[src/sv/rem_pkg.sv]
// ----------------------------------------------------------------------------
// rem_pkg
// Shared types, constants and the quarter-wave sine table builder of the
// rectangular extrusion mesh generator.
// ----------------------------------------------------------------------------
package rem_pkg;

  localparam int MAX_SECTIONS = 4096;
  localparam int FRAC_BITS    = 16;
  localparam int ANGLE_BITS   = 16;

  localparam int CNT_W   = $clog2(MAX_SECTIONS + 1);
  localparam int IDX_W   = 14;
  localparam int QBITS   = ANGLE_BITS - 2;
  localparam int QSIZE   = 1 << QBITS;
  localparam int ADDR_W  = QBITS + 1;
  localparam int SV_W    = FRAC_BITS + 1;
  localparam int HW_W    = 30;
  localparam int QUEUE_DEPTH = 4;
  localparam int QPTR_W  = $clog2(QUEUE_DEPTH);
  localparam int QCNT_W  = $clog2(QUEUE_DEPTH + 1);

  localparam logic KIND_VERTEX = 1'b0;
  localparam logic KIND_FACE   = 1'b1;

  typedef struct packed {
    logic signed [31:0] pos_x;
    logic signed [31:0] pos_y;
    logic [30:0]        width;
    logic [30:0]        height;
    logic [15:0]        angle;
    logic               final_section;
  } section_t;

  typedef struct packed {
    logic               kind;
    logic signed [31:0] coord_x;
    logic signed [31:0] coord_y;
    logic signed [31:0] coord_z;
    logic [IDX_W-1:0]   corner_a;
    logic [IDX_W-1:0]   corner_b;
    logic [IDX_W-1:0]   corner_c;
    logic [IDX_W-1:0]   corner_d;
    logic               last_of_run;
  } result_t;

  typedef struct packed {
    logic signed [31:0] pos_x;
    logic signed [31:0] pos_y;
    logic [HW_W-1:0]    hw;
    logic [30:0]        height;
    logic [ADDR_W-1:0]  sin_addr;
    logic               sin_neg;
    logic [ADDR_W-1:0]  cos_addr;
    logic               cos_neg;
    logic               face_en;
    logic               front_cap;
    logic               back_cap;
    logic [IDX_W-1:0]   i1;
  } job_t;

  typedef logic [SV_W-1:0] sine_tab_t [0:QSIZE];

  localparam logic [63:0] Q62_ONE     = 64'h4000_0000_0000_0000;
  localparam logic [63:0] Q62_HALF_PI = 64'h6487_ED51_10B4_611A;

  function automatic logic [63:0] mul_shr(input logic [63:0] a, input logic [63:0] b,
                                          input int unsigned s);
    logic [127:0] p;
    p = {64'd0, a} * {64'd0, b};
    p = p >> s;
    return p[63:0];
  endfunction

  function automatic logic [SV_W-1:0] quarter_sine(input int unsigned k);
    logic [63:0] x;
    logic [63:0] x2;
    logic [63:0] t;
    x  = mul_shr(Q62_HALF_PI, 64'(k), QBITS);
    x2 = mul_shr(x, x, 62);
    t  = Q62_ONE;
    t  = Q62_ONE - mul_shr(x2, t, 62) / 64'd702;
    t  = Q62_ONE - mul_shr(x2, t, 62) / 64'd600;
    t  = Q62_ONE - mul_shr(x2, t, 62) / 64'd506;
    t  = Q62_ONE - mul_shr(x2, t, 62) / 64'd420;
    t  = Q62_ONE - mul_shr(x2, t, 62) / 64'd342;
    t  = Q62_ONE - mul_shr(x2, t, 62) / 64'd272;
    t  = Q62_ONE - mul_shr(x2, t, 62) / 64'd210;
    t  = Q62_ONE - mul_shr(x2, t, 62) / 64'd156;
    t  = Q62_ONE - mul_shr(x2, t, 62) / 64'd110;
    t  = Q62_ONE - mul_shr(x2, t, 62) / 64'd72;
    t  = Q62_ONE - mul_shr(x2, t, 62) / 64'd42;
    t  = Q62_ONE - mul_shr(x2, t, 62) / 64'd20;
    t  = Q62_ONE - mul_shr(x2, t, 62) / 64'd6;
    t  = mul_shr(x, t, 62);
    t  = (t + (64'd1 << (61 - FRAC_BITS))) >> (62 - FRAC_BITS);
    return t[SV_W-1:0];
  endfunction

endpackage

[src/sv/rem_queue.sv]
// ----------------------------------------------------------------------------
// rem_queue
// Short job queue between the front end and the back end.
// ----------------------------------------------------------------------------
module rem_queue (
  input  logic          clk,
  input  logic          rst_n,
  input  logic          wr_en,
  input  rem_pkg::job_t wr_job,
  output logic          q_full,
  input  logic          rd_en,
  output logic          q_empty,
  output rem_pkg::job_t rd_job
);

  rem_pkg::job_t               slot_r [rem_pkg::QUEUE_DEPTH];
  logic [rem_pkg::QPTR_W-1:0]  wp_r;
  logic [rem_pkg::QPTR_W-1:0]  rp_r;
  logic [rem_pkg::QCNT_W-1:0]  cnt_r;
  logic                        do_wr;
  logic                        do_rd;

  assign q_full  = cnt_r == rem_pkg::QCNT_W'(rem_pkg::QUEUE_DEPTH);
  assign q_empty = cnt_r == '0;
  assign do_wr   = wr_en && !q_full;
  assign do_rd   = rd_en && !q_empty;
  assign rd_job  = slot_r[rp_r];

  always_ff @(posedge clk) begin
    if (do_wr) begin
      slot_r[wp_r] <= wr_job;
    end
  end

  always_ff @(posedge clk) begin
    if (!rst_n) begin
      wp_r  <= '0;
      rp_r  <= '0;
      cnt_r <= '0;
    end else begin
      if (do_wr) begin
        wp_r <= wp_r + rem_pkg::QPTR_W'(1);
      end
      if (do_rd) begin
        rp_r <= rp_r + rem_pkg::QPTR_W'(1);
      end
      cnt_r <= cnt_r + rem_pkg::QCNT_W'(do_wr) - rem_pkg::QCNT_W'(do_rd);
    end
  end

`ifndef NO_ASSERTIONS
  a_no_wrap: assert property (@(posedge clk) disable iff (!rst_n)
    (q_full && !do_rd) |=> q_full)
    else $error("queue lost an entry while full");
  a_count_step: assert property (@(posedge clk) disable iff (!rst_n)
    (do_wr && !do_rd) |=> !q_empty)
    else $error("queue empty after a lone write");
  a_empty_hold: assert property (@(posedge clk) disable iff (!rst_n)
    (q_empty && !wr_en) |=> q_empty)
    else $error("queue filled with no write");
`endif

endmodule

[config.mk]
export PLATFORM = sky130hd
export DESIGN_NAME = rem_queue
export DESIGN_NICKNAME = d
export VERILOG_FILES = /design/src/sv/rem_pkg.sv /design/src/sv/rem_queue.sv
export SDC_FILE = /design/constraint.sdc
export NUM_CORES = 1
export LEC_CHECK = 0
export CORE_AREA = 5 5 246 248
export DETAILED_ROUTE_END_ITERATION = 16
export DIE_AREA = 0 0 251 253
export DONT_BUFFER_PORTS = 1
export GPL_ROUTABILITY_DRIVEN = 0
export SLEW_MARGIN = 20
export SYNTH_ARGS = -nofsm -noshare
export SYNTH_HDL_FRONTEND = slang
export SYNTH_SLANG_ARGS = --single-unit
[constraint.sdc]
create_clock -name clk -period 17.2 [get_ports clk]
set_input_delay 1.72 -clock clk [delete_from_list [all_inputs] [get_ports clk]]
set_output_delay 1.72 -clock clk [all_outputs]
set_load 0.005 [all_outputs]
### Word-level counts from Yosys, hierarchy flattened

Memory sizes are Yosys's and may differ from the RTL's. A register that Yosys moved wholly into a read port is not among the register bits.
Index checks and enable logic that the tools add are counted.

* logic and storage cells: 18
* memories: 1
* register bits: 7
* RAM bits: 696
* input bits: 178

* mux-type cells: 4
* $add $sub $neg: 4
* reductions and logical operators: 5
* eq/ne operators: 1

Memory list
* slot_r: words 4, width 174, rd ports 1, clocked after Yosys merged registers in 1, wr ports 1, RTL line rem_queue.sv:16 `rem_pkg::job_t slot_r [rem_pkg::QUEUE_DEPTH];`

Operator list (number)
* adder 2 x 1 -> 2 bit, second input constant: 2
* two-way mux 2 bit: 2
* adder 3 x 1 -> 3 bit: 1
* == test 3 bit, second input constant: 1
* zero test 3 bit: 1
* subtractor 3 x 1 -> 3 bit: 1
* logical AND 1 bit: 2
* zero test 1 bit: 2
* two-way mux 1 bit: 2

### Depth between registers and ports, before layout

* depth in word-level cells: 5
* mapped depth: 11
* depth with buffers taken out: 10

### Worst setup path after synthesis

OpenSTA, ideal clock, no wires.

* kind: input-to-reg
* start: input port wr_en
* end: memory slot_r[0][0] (netlist bit) (enable)
* cell stages on the path: 3
* arrival: 6.072 ns
* setup slack: 10.573 ns
* data required time: 16.645 ns
* setup time: 0.555 ns
* cells stage by stage: nor2b_1 > clkbuf_1 > and2_1

* word-level cells in the longest chain between the ends: 3

RTL lines
* from (decl): RTL line rem_queue.sv:8 `input logic wr_en,`
* logical AND 1 bit: RTL line rem_queue.sv:25 `assign do_wr = wr_en && !q_full;`
* two-way mux 1 bit: RTL line rem_queue.sv:30 `if (do_wr) begin`
* two-way mux 1 bit (implied by the code): RTL line rem_queue.sv:31 `slot_r[wp_r] <= wr_job;`
* to (decl): RTL line rem_queue.sv:16

No other way between the ends.

==> key figures <==
Pwr
  – Peak VDD IR: approximately 0.09 mV
  – Leak: 8.68 nW
  – Cell-internal power: 3.25 mW
  – PD cells: between 100 and 150 mW/mm^2
  – Clk pwr share: about a third
  – Comb power frac: around 15%
  – Sw Share: between 20 and 25%
  – Seq pwr share: around 50%
  – Switching Power: 1.04 mW

Setup path
  – Critical Path End: rd_job[66]
  – Crit path max fanout: 45
  – Worst Setup End Kind: primary output
  – R2R depth: 4
  – CP max stage delay: 0.86 ns
  – Critical Path RT: 15.48 ns
  – Crit Reg-Reg Endpoint: slot_r[2][41]
  – Largest delay contributor family on the critical path: buffers and inverters
  – Crit path cell chain: buf_4, buf_4, mux4_2
  – Critical path buffers and inverters: 2
  – R2r setup slk: about 14 ns
  – Startpoint types: flop
  – Crit path depth: 3
  – Crit Path Category: reg -> out
  – CP most frequent cell: buf_4
  – Slowest stage cell on the critical path: dfxtp_4
  – Reg2Reg Launch Point: cnt_r[2]
  – Arr. time, crit path: 3.84 ns

Floorplan
  – Die Ht: ~250 um
  – Die X: about 250 um
  – Row count: just under 90
  – Starting Density: about 44%
  – Die Outline Area: between 0.06 and 0.07 mm^2
  – Num ports: about 350
  – Core box area: 0.0582 mm^2

STA
  – Final-report hold violation count: 0
  – Setup slack after layout: between 10 and 15 ns
  – Unrepaired setup endpoints after global routing: false
  – Post-route minimum period: ~5.6 ns
  – Worst slew pin tran: approximately 1.0 ns
  – Sum Neg Setup Slack: 0 ns
  – Relative slew slack: 31.0%
  – Setup violators final: 0
  – F_max: 180 MHz
  – Clk_skew: 0.0240 ns
  – Pins Over Slew Limit: 0
  – Period Utilization, post-route: between 30 and 40%

Logic synthesis
  – Post-Syn Nets: about 1100
  – Mapped cell area: 0.0257 mm^2
  – Dominant cell type by area after synthesis: edfxtp_1
  – Seq/Total Area, Yosys: about four fifths
  – Mean Syn Cell Area: 26.8 um^2
  – Yosys warns: 0
  – EDFF count, synth: roughly 700
  – Synth Flop Type: edfxtp_1
  – Synth area leaders: edfxtp_1 (81%), mux4_2 (15%), buf_12 (0.86%)
  – Top cells by count, synth: edfxtp_1 (696), mux4_2 (174), buf_2 (16)
  – Yosys cell types: 23
  – Top-count cell post-synth: edfxtp_1
  – Async SR Flop Fraction: 0%
  – Synth Instances: between 900 and 1000
  – Yosys reg bits: about 710
  – Synth top area share: about four fifths

Global route
  – Total track usage: between 10% and 20%
  – Global route total overflow: 0
  – Largest net degree at the start of global routing: between 70 and 80
  – Vias in the first global route: between 10000 and 15000
  – First-pass GRT wire length: ~72000 um
  – Antenna violations before repair: 0

Placement
  – Worst slack, placed: around 12 ns
  – Dpl hpwl: slightly below 30000 um
  – Buffers added on ports: 0

Route
  – Vias: ~10000
  – Avg WL per Cell: 26.6 um
  – Final WL: between 40000 and 50000 um
  – Initial drt markers: between 600 and 700
  – Pre-antenna DRT Iters: 5
  – Antenna Violating Nets Remaining: 0
  – DRC viols: 0
  – Via/cell ratio: ~5.5

Final layout
  – # nets final: ~1200
  – Number of fill cells: about 4500
  – Area growth from synthesis to layout: 11.5%
  – # diodes: 0
  – Layout cell share with drive strength beyond 1: between 20% and 30%

Worst hold path
  – Min-Delay Path Depth: 2
  – Hold Crit Class: reg -> reg
  – Min-delay src: rp_r[0]

Clock network
  – TritonCTS buffer count: between 70 and 80
  – Post-CTS sizing: 0
  – CTS tree: done
  – H-tree depth: 3
  – Clk_lat worst skew: 0.60 ns
  – Cts hold-fix bufs: 0
  – Clock-pin slew on the worst setup and hold paths: about 0.060 ns
  – Clock sink count: ~710
  – Clk Tree Root Cell: clkbuf_16
  – Setup fix buffers added after clock tree synthesis: 0
  – Max clock buf depth: 3

Status
  – Status: complete, no violations

Job
  – Max-cap viol count: 0
-- cell families after synthesis --
kind of cell	share of synthesized area (%)
simple gates	0.423
buf+inv	1.81
xor+xnor	0.0681
flops	81.9
fa+ha+maj	0.370
mux	15.3
compound gates	0.0875
-- per-stage QoR --
step	instance area [um^2]	hold WS (ns)	std cells	power [mW]	utilization [%]
after floorplan	25700	0.461	960	2.73	-
after global placement	26400	0.476	1705	2.84	45.3
after detailed placement	26400	0.476	1705	2.85	45.3
after CTS	28700	0.485	1838	4.36	49.2
after global routing	28700	0.516	1838	4.47	49.3
final	28700	0.489	1838	4.28	49.3
-- state kept, by name, summed over array words and instances (netlist names), named ones only --
register  count
cnt_r         3
rp_r          2
slot_r      696
wp_r          2
-- how the worst min path moves through the flow --
stage	endpoint	slack (ns)
after floorplan	flop	0.46
after global placement	flop	0.48
after detailed placement	flop	0.48
after CTS	flop	0.49
after global routing	flop	0.52
final	flop	0.49
-- worst reg2reg max path: cells and delay by family (launching register included) --
kind,cells,cell delay [ns]
buf+inv,1,0.91
simple gates,3,1.53
flops,1,0.33
-- power groups by stage --
stage	registers, mW	logic [mW]	clock network, mW
after floorplan	2.17	0.557	0
after global placement	2.18	0.660	0
after detailed placement	2.19	0.661	0
after CTS	2.15	0.663	1.55
after global routing	2.17	0.685	1.62
final	2.15	0.632	1.50
-- placed cells by master, fill, tap and decap left out --
master,Yosys,final
a21boi_0,1,1
and2_1,7,3
and2_4,0,4
buf_4,1,11
buf_6,1,2
bufinv_16,0,4
clkbuf_1,5,19
clkbuf_16,0,76
clkinv_1,0,13
clkinv_2,0,11
clkinv_8,0,3
clkinvlp_4,0,6
dfxtp_1,9,7
dfxtp_4,0,2
edfxtp_1,696,696
fa_1,1,1
ha_1,6,6
inv_1,6,6
inv_16,0,1
mux2i_1,2,2
mux4_2,174,174
nand2_1,6,6
nor2b_1,2,2
nor3_1,1,1
nor3b_1,1,1
o21ai_0,3,3
or3_1,1,1
or4bb_1,1,1
xnor2_1,2,2
-- layout make-up --
| cell class | count | area [um^2] | share of cell area [%] |
|---|---|---|---|
| clock buffers | 95 | 1970 | 6.88 |
| well taps | 773 | 967 | 3.37 |
| multi-input cells | 208 | 4190 | 14.6 |
| clock inverters | 38 | 338 | 1.18 |
| repair buffers | 13 | 105 | 0.366 |
| flip-flops and latches | 705 | 21100 | 73.5 |
| inverters | 6 | 22.5 | 0.0785 |
-- metal layers --
layer	vias up	track usage (%)	share of wire, %
li1	4249	-	-
met1	5350	17.8	36
met2	354	24.3	49
met3	90	8.05	12
met4	0	5.44	3.0
met5	-	0	0
(Power assumes the default switching activity.)
