**config.mk**
```make
export PLATFORM = sky130hd
export DESIGN_NAME = rem_front
export DESIGN_NICKNAME = d
export VERILOG_FILES = /design/src/sv/rem_pkg.sv /design/src/sv/rem_front.sv
export SDC_FILE = /design/constraint.sdc
export NUM_CORES = 1
export LEC_CHECK = 0
export ABC_AREA = 0
export BUFFER_PORTS_ARGS = -buffer_cell sky130_fd_sc_hd__buf_2
export CAP_MARGIN = 10
export CORE_AREA = 2 2 125 127
export DETAILED_ROUTE_END_ITERATION = 8
export DIE_AREA = 0 0 127 129
export SLEW_MARGIN = 30
export SYNTH_ARGS = -nofsm -noshare
export SYNTH_HDL_FRONTEND = slang
export SYNTH_SLANG_ARGS = --single-unit
```
**constraint.sdc**
```tcl
create_clock -name clk -period 1.6 [get_ports clk]
set_input_delay 0.08 -clock clk [delete_from_list [all_inputs] [get_ports clk]]
set_output_delay 0.08 -clock clk [all_outputs]
set_load 0.1 [all_outputs]
```
**src/sv/rem_pkg.sv**
```systemverilog
// ----------------------------------------------------------------------------
// rem_pkg
// Shared types, constants and the quarter-wave sine table builder of the
// rectangular extrusion mesh generator.
// ----------------------------------------------------------------------------
package rem_pkg;

  localparam int MAX_SECTIONS = 4096;
  localparam int FRAC_BITS    = 16;
  localparam int ANGLE_BITS   = 16;

  localparam int CNT_W   = $clog2(MAX_SECTIONS + 1);
  localparam int IDX_W   = 14;
  localparam int QBITS   = ANGLE_BITS - 2;
  localparam int QSIZE   = 1 << QBITS;
  localparam int ADDR_W  = QBITS + 1;
  localparam int SV_W    = FRAC_BITS + 1;
  localparam int HW_W    = 30;
  localparam int QUEUE_DEPTH = 4;
  localparam int QPTR_W  = $clog2(QUEUE_DEPTH);
  localparam int QCNT_W  = $clog2(QUEUE_DEPTH + 1);

  localparam logic KIND_VERTEX = 1'b0;
  localparam logic KIND_FACE   = 1'b1;

  typedef struct packed {
    logic signed [31:0] pos_x;
    logic signed [31:0] pos_y;
    logic [30:0]        width;
    logic [30:0]        height;
    logic [15:0]        angle;
    logic               final_section;
  } section_t;

  typedef struct packed {
    logic               kind;
    logic signed [31:0] coord_x;
    logic signed [31:0] coord_y;
    logic signed [31:0] coord_z;
    logic [IDX_W-1:0]   corner_a;
    logic [IDX_W-1:0]   corner_b;
    logic [IDX_W-1:0]   corner_c;
    logic [IDX_W-1:0]   corner_d;
    logic               last_of_run;
  } result_t;

  typedef struct packed {
    logic signed [31:0] pos_x;
    logic signed [31:0] pos_y;
    logic [HW_W-1:0]    hw;
    logic [30:0]        height;
    logic [ADDR_W-1:0]  sin_addr;
    logic               sin_neg;
    logic [ADDR_W-1:0]  cos_addr;
    logic               cos_neg;
    logic               face_en;
    logic               front_cap;
    logic               back_cap;
    logic [IDX_W-1:0]   i1;
  } job_t;

  typedef logic [SV_W-1:0] sine_tab_t [0:QSIZE];

  localparam logic [63:0] Q62_ONE     = 64'h4000_0000_0000_0000;
  localparam logic [63:0] Q62_HALF_PI = 64'h6487_ED51_10B4_611A;

  function automatic logic [63:0] mul_shr(input logic [63:0] a, input logic [63:0] b,
                                          input int unsigned s);
    logic [127:0] p;
    p = {64'd0, a} * {64'd0, b};
    p = p >> s;
    return p[63:0];
  endfunction

  function automatic logic [SV_W-1:0] quarter_sine(input int unsigned k);
    logic [63:0] x;
    logic [63:0] x2;
    logic [63:0] t;
    x  = mul_shr(Q62_HALF_PI, 64'(k), QBITS);
    x2 = mul_shr(x, x, 62);
    t  = Q62_ONE;
    t  = Q62_ONE - mul_shr(x2, t, 62) / 64'd702;
    t  = Q62_ONE - mul_shr(x2, t, 62) / 64'd600;
    t  = Q62_ONE - mul_shr(x2, t, 62) / 64'd506;
    t  = Q62_ONE - mul_shr(x2, t, 62) / 64'd420;
    t  = Q62_ONE - mul_shr(x2, t, 62) / 64'd342;
    t  = Q62_ONE - mul_shr(x2, t, 62) / 64'd272;
    t  = Q62_ONE - mul_shr(x2, t, 62) / 64'd210;
    t  = Q62_ONE - mul_shr(x2, t, 62) / 64'd156;
    t  = Q62_ONE - mul_shr(x2, t, 62) / 64'd110;
    t  = Q62_ONE - mul_shr(x2, t, 62) / 64'd72;
    t  = Q62_ONE - mul_shr(x2, t, 62) / 64'd42;
    t  = Q62_ONE - mul_shr(x2, t, 62) / 64'd20;
    t  = Q62_ONE - mul_shr(x2, t, 62) / 64'd6;
    t  = mul_shr(x, t, 62);
    t  = (t + (64'd1 << (61 - FRAC_BITS))) >> (62 - FRAC_BITS);
    return t[SV_W-1:0];
  endfunction

endpackage

```
**src/sv/rem_front.sv**
```systemverilog
// ----------------------------------------------------------------------------
// rem_front
// Accepts sections, tracks the section count of the current curve, drops
// sections past the limit and classifies the rest into jobs for the back end.
// ----------------------------------------------------------------------------
module rem_front (
  input  logic              clk,
  input  logic              rst_n,
  input  logic              push,
  input  rem_pkg::section_t in_data,
  input  logic              q_full,
  output logic              full,
  output logic              q_push,
  output rem_pkg::job_t     q_job
);

  localparam int PH_TMP_W = 16 + rem_pkg::ANGLE_BITS;
  localparam int ASH_L = (rem_pkg::ANGLE_BITS >= 16) ? rem_pkg::ANGLE_BITS - 16 : 0;
  localparam int ASH_R = (rem_pkg::ANGLE_BITS < 16) ? 16 - rem_pkg::ANGLE_BITS : 0;

  logic [rem_pkg::CNT_W-1:0]      cnt_r;
  logic [rem_pkg::CNT_W-1:0]      cnt_nxt;
  logic                           accept;
  logic                           drop;
  logic [PH_TMP_W-1:0]            ph_tmp;
  logic [rem_pkg::ANGLE_BITS-1:0] phase;
  logic [1:0]                     quad_s;
  logic [1:0]                     quad_c;
  logic [rem_pkg::QBITS-1:0]      k;
  logic [rem_pkg::ADDR_W-1:0]     k_fwd;
  logic [rem_pkg::ADDR_W-1:0]     k_rev;

  assign full   = q_full;
  assign accept = push && !q_full;
  assign drop   = cnt_r >= rem_pkg::CNT_W'(rem_pkg::MAX_SECTIONS);
  assign q_push = accept && !drop;

  always_comb begin
    ph_tmp = PH_TMP_W'(in_data.angle);
    phase  = rem_pkg::ANGLE_BITS'((ph_tmp << ASH_L) >> ASH_R);
    quad_s = phase[rem_pkg::ANGLE_BITS-1 -: 2];
    quad_c = quad_s + 2'd1;
    k      = phase[rem_pkg::QBITS-1:0];
    k_fwd  = {1'b0, k};
    k_rev  = rem_pkg::ADDR_W'(rem_pkg::QSIZE) - k_fwd;

    q_job.pos_x     = in_data.pos_x;
    q_job.pos_y     = in_data.pos_y;
    q_job.hw        = in_data.width[30:1];
    q_job.height    = in_data.height;
    q_job.sin_addr  = quad_s[0] ? k_rev : k_fwd;
    q_job.sin_neg   = quad_s[1];
    q_job.cos_addr  = quad_c[0] ? k_rev : k_fwd;
    q_job.cos_neg   = quad_c[1];
    q_job.face_en   = cnt_r != '0;
    q_job.front_cap = cnt_r == rem_pkg::CNT_W'(1);
    q_job.back_cap  = (cnt_r != '0) && in_data.final_section;
    q_job.i1        = rem_pkg::IDX_W'(32'(cnt_r) << 2);
  end

  always_comb begin
    cnt_nxt = cnt_r;
    if (accept) begin
      if (in_data.final_section) begin
        cnt_nxt = '0;
      end else if (!drop) begin
        cnt_nxt = cnt_r + rem_pkg::CNT_W'(1);
      end
    end
  end

  always_ff @(posedge clk) begin
    if (!rst_n) begin
      cnt_r <= '0;
    end else begin
      cnt_r <= cnt_nxt;
    end
  end

endmodule

```
# == Yosys cells after proc, flatten, opt, wreduce, memory -nomap -nowiden ==
# Index checks and enable logic that the tools add are counted.
# word_totals
romBits,0
elab_cells,18
ramBits,0
out_inout_bits,176
register_bits,13
latchBits,0
mem_count,0
# op_classes
n_lt_le_gt_ge,1
n_div,0
bitwise_logic,0
mul,0
eq_ne,2
n_addsub,3
n_reduce_logical,7
mux,4
n_shift,0
# ops
op,count
15-bit two-way mux,2
13-bit two-way mux,2
"15-bit by 14-bit subtractor with 15-bit output, first input constant",1
"13-bit by 1-bit adder with 13-bit output, second input constant",1
"13-bit by 1-bit equality test with 1-bit output, second input constant",1
"13-bit greater-or-equal comparator, second input constant",1
13-bit nonzero test,1
1-bit logical AND,3
"2-bit by 1-bit adder with 2-bit output, second input constant",1
1-bit logical NOT,2
"2-bit inequality test, second input constant",1
2-bit AND reduction,1

# == Depth between registers and ports, before layout ==
# logic_depth
ltp_word,3
depth_mapped,6
depth_no_buf,6

# == Worst setup path after synthesis ==
# Ideal clock, no wire load.
# synth_timing
path_kind,input-to-output
from,input port in_data[8] (netlist name)
to,output port q_job[48] (netlist name)
setup_slack_ns,-2.422
arrival_time_ns,3.942
path_stages,4
required_ns,1.520
path_cell_list,buf_2 -> nor4_2 -> nand4b_1 -> nor4b_1
# synth_lines
item,line,rtl
"start, declared",rem_front.sv:10,"input rem_pkg::section_t in_data,"
"end, declared",rem_front.sv:14,output rem_pkg::job_t q_job

==> impl_metrics.py <==
metrics = {
    "synth": {
        "synthFlopType": "dfxtp_1",
        "netlist_instances": 318,
        "synth_cell_type_count": 39,
        "syn_area_um2": 2350,
        "synth_enable_flop_cells": 0,
        "synth-seq-cells": 13,
        "synthArstFlopShare_pct": 0,
        "avgSynthCellArea_um2": 7.40,
        "synth_warnings": 0,
        "ys_seq_area_share_pct": 11.1,
    },
    "final_layout": {
        "layout_commonest_cell": "buf_2",
        "final_cell_mix": "36 x buf_2, 34 x buf_4, 31 x buf_12",
        "drive_gt1_share_pct": 63.8,
        "syn_to_final_growth_pct": 39.9,
        "diodes": 0,
        "final_nets": 428,
        "seq_area_um2": 275,
        "top_register": "cnt_r",
        "stdcell_count": 464,
        "fillers": 1584,
        "reg.largest.list": "cnt_r (13)",
        "multi_input_area_um2": 1550,
        "largest_reg_flops": 13,
        "final_cell_area_um2": 3290,
    },
    "routing": {
        "drcViolationCount": 0,
        "vias": 1801,
        "drtAntennaViolNets": 0,
        "wl_per_cell_um": 14.2,
        "routed_wl_um": 6590,
        "vias_per_cell": 3.88,
        "dr.first_iter.drc_count": 73,
        "drtPass1Iterations": 4,
    },
    "place": {
        "gp_congestion": 0.755,
        "place_area_um2": 2990,
        "hpwl_um": 5520,
        "io_buffers": 69,
        "dp.cells": 453,
    },
    "global_routing": {
        "grt_max_degree": 28,
        "gr-total-overflow": 0,
        "antenna_found_initial": 0,
        "track_usage_pct": 7.39,
        "grt_pass1_vias": 1744,
        "grt_pass1_wl_um": 9590,
    },
    "pwr": {
        "switching_share_pct": 48.4,
        "power_density_nw_per_um2": 682,
        "power.share.clock_pct": 21.4,
        "irDropWorstVdd_mv": 0.269,
        "pwr-share-comb_pct": 64.2,
        "p_leak_nw": 1.27,
        "switching_power_mw": 1.09,
        "p_int_mw": 1.16,
        "p_seq_share_pct": 14.5,
    },
    "critical_path": {
        "crit_path_cell_trace": "buf_8, inv_4, ha_4, or4b_4, nor4_4, nand2b_1, xnor2_4, buf_12",
        "cp_top_family": "simple AND/OR/NAND/NOR gates",
        "path_buf_inv": 3,
        "slowest_stage": "or4b_4",
        "cpPeakStageDelay_ns": 0.49,
        "path_class": "primary input to output port",
        "end_kind": "output port",
        "crit_arrival_ns": 1.58,
        "crit_fanout": 3,
        "cp-start-kind": "primary input",
        "crit_required_ns": 1.52,
    },
    "status": {
        "violations": "negative setup slack",
        "run_status": "finished with violations",
    },
    "floorplanning": {
        "boundaryPins": 323,
        "die_w_um": 127,
        "start_util_pct": 15.7,
        "die-area_um2": 16400,
        "die_height_um": 129,
        "num_rows": 45,
        "design.core.area_um2": 15000,
    },
    "job": {
        "drv_cap": 0,
    },
    "cts": {
        "holdBufCountCts": 0,
        "cts_made_buffers": 3,
        "htreeDepth": 1,
        "cts_tree": "done",
        "cts_root_buffer": "clkbuf_16",
        "clock-sinks": 13,
        "cts_buffer_depth": 2,
        "clk-insertion-delay-late_ns": 0.25,
    },
    "sta": {
        "rsz0062_at_grt": "true",
        "fmax_mhz": 602,
        "hold_violations": 0,
        "relSlewSlack_pct": 60.2,
        "setup_tns_ns": -0.187,
        "fin_ws_ns": -0.0613,
        "drv_slew": 0,
        "fin_crit_ns": 1.66,
        "fin_crit_sh_pct": 104,
        "setup_violations": 5,
        "fin_skew_ns": 0.00210,
        "tightest_slew_ns": 0.597,
    },
    "min_path": {
        "hp-class": "primary input to output port",
    },
}
[cells in the mapped netlist, drive strengths merged, types with 3 or more instances]
library cell	count	area (um2)
buf	149	1110
nand2	16	60.1
nor2	15	56.3
xnor2	14	123
dfxtp	13	260
a21oi	12	60.1
xor2	12	105
o21ai	11	55.1
inv	7	26.3
nand2b	7	43.8
nor4	6	50.0
and2	5	31.3
or3	5	31.3
clkbuf	4	15.0
ha	4	50.1
nand3	4	20.0
nand4	4	25.0
nor3	4	20.0
a311oi	3	26.3
and3	3	18.8
nor4b	3	32.5
[layout make-up]
| class | instances | share of cell area, % |
|---|---|---|
| Multi-Input combinational cell | 146 | 47.0 |
| Inverter | 7 | 1.25 |
| Timing Repair Buffer | 106 | 33.9 |
| Clock buffer | 4 | 2.39 |
| Sequential cell | 13 | 8.36 |
| Tap cell | 188 | 7.14 |
[power by group through the flow]
stage                     Combinational, mW  Clock (mW)  Sequential (mW)
after global placement                 1.41           0            0.333
after floorplan                        2.43           0            0.335
after detailed placement               1.41           0            0.334
after CTS                              1.43       0.484            0.326
final                                  1.44       0.480            0.325
after global routing                   1.48       0.497            0.325
[repair_timing]
item,CTS,global route
setup endpoints to repair,21,24
buffers inserted,2,6
gates resized for setup,17,31
pin swaps,6,13
cloned,0,0
[final timing paths]
| check | from | to | slack (ns) | depth (start not counted) |
|---|---|---|---|---|
| setup / recovery | in_data[1] | q_job[42] | -0.06 | 8 |
| hold / removal | in_data[79] | q_job[110] | 0.16 | 0 |
| setup reg to reg | cnt_r[0] | cnt_r[8] | 0.05 | 5 |
| hold reg to reg | cnt_r[2] | cnt_r[2] | 0.52 | 1 |
[layer usage]
metal	wire length [um]	global-route usage, %	vias to the layer above
met2	3510	14.0	139
met3	731	3.08	38
met1	2050	6.61	814
li1	-	-	810
met5	0	0	-
met4	297	4.14	0
[worst reg2reg max path, cell delays in order (launching register included)]
cell     delay (ns)
dfxtp_2        0.34
ha_2           0.20
and3_4         0.21
nand4_1        0.20
or3_1          0.42
a21oi_2        0.12
[logic make-up after synthesis]
logic type / Yosys count / share of synthesized area (%)
mux: 1 / 0.478
xor+xnor: 26 / 9.67
buf+inv: 160 / 49.0
fa+ha+maj: 4 / 2.13
simple gates: 80 / 19.3
flops: 13 / 11.1
compound gates: 33 / 8.18
other cells: 1 / 0.159
[metrics by stage]
stage	power, mW	hold WS [ns]	worst slack, ns	util [%]
2_1_floorplan	2.77	0.258	-0.466	-
3_3_place_gp	1.74	0.161	-0.231	20.0
3_5_place_dp	1.75	0.161	-0.211	20.0
4_1_cts	2.24	0.161	-0.0846	21.1
5_1_grt	2.30	0.160	-0.117	22.0
6_report	2.25	0.160	-0.0613	22.0
(Power assumes the default switching activity.)
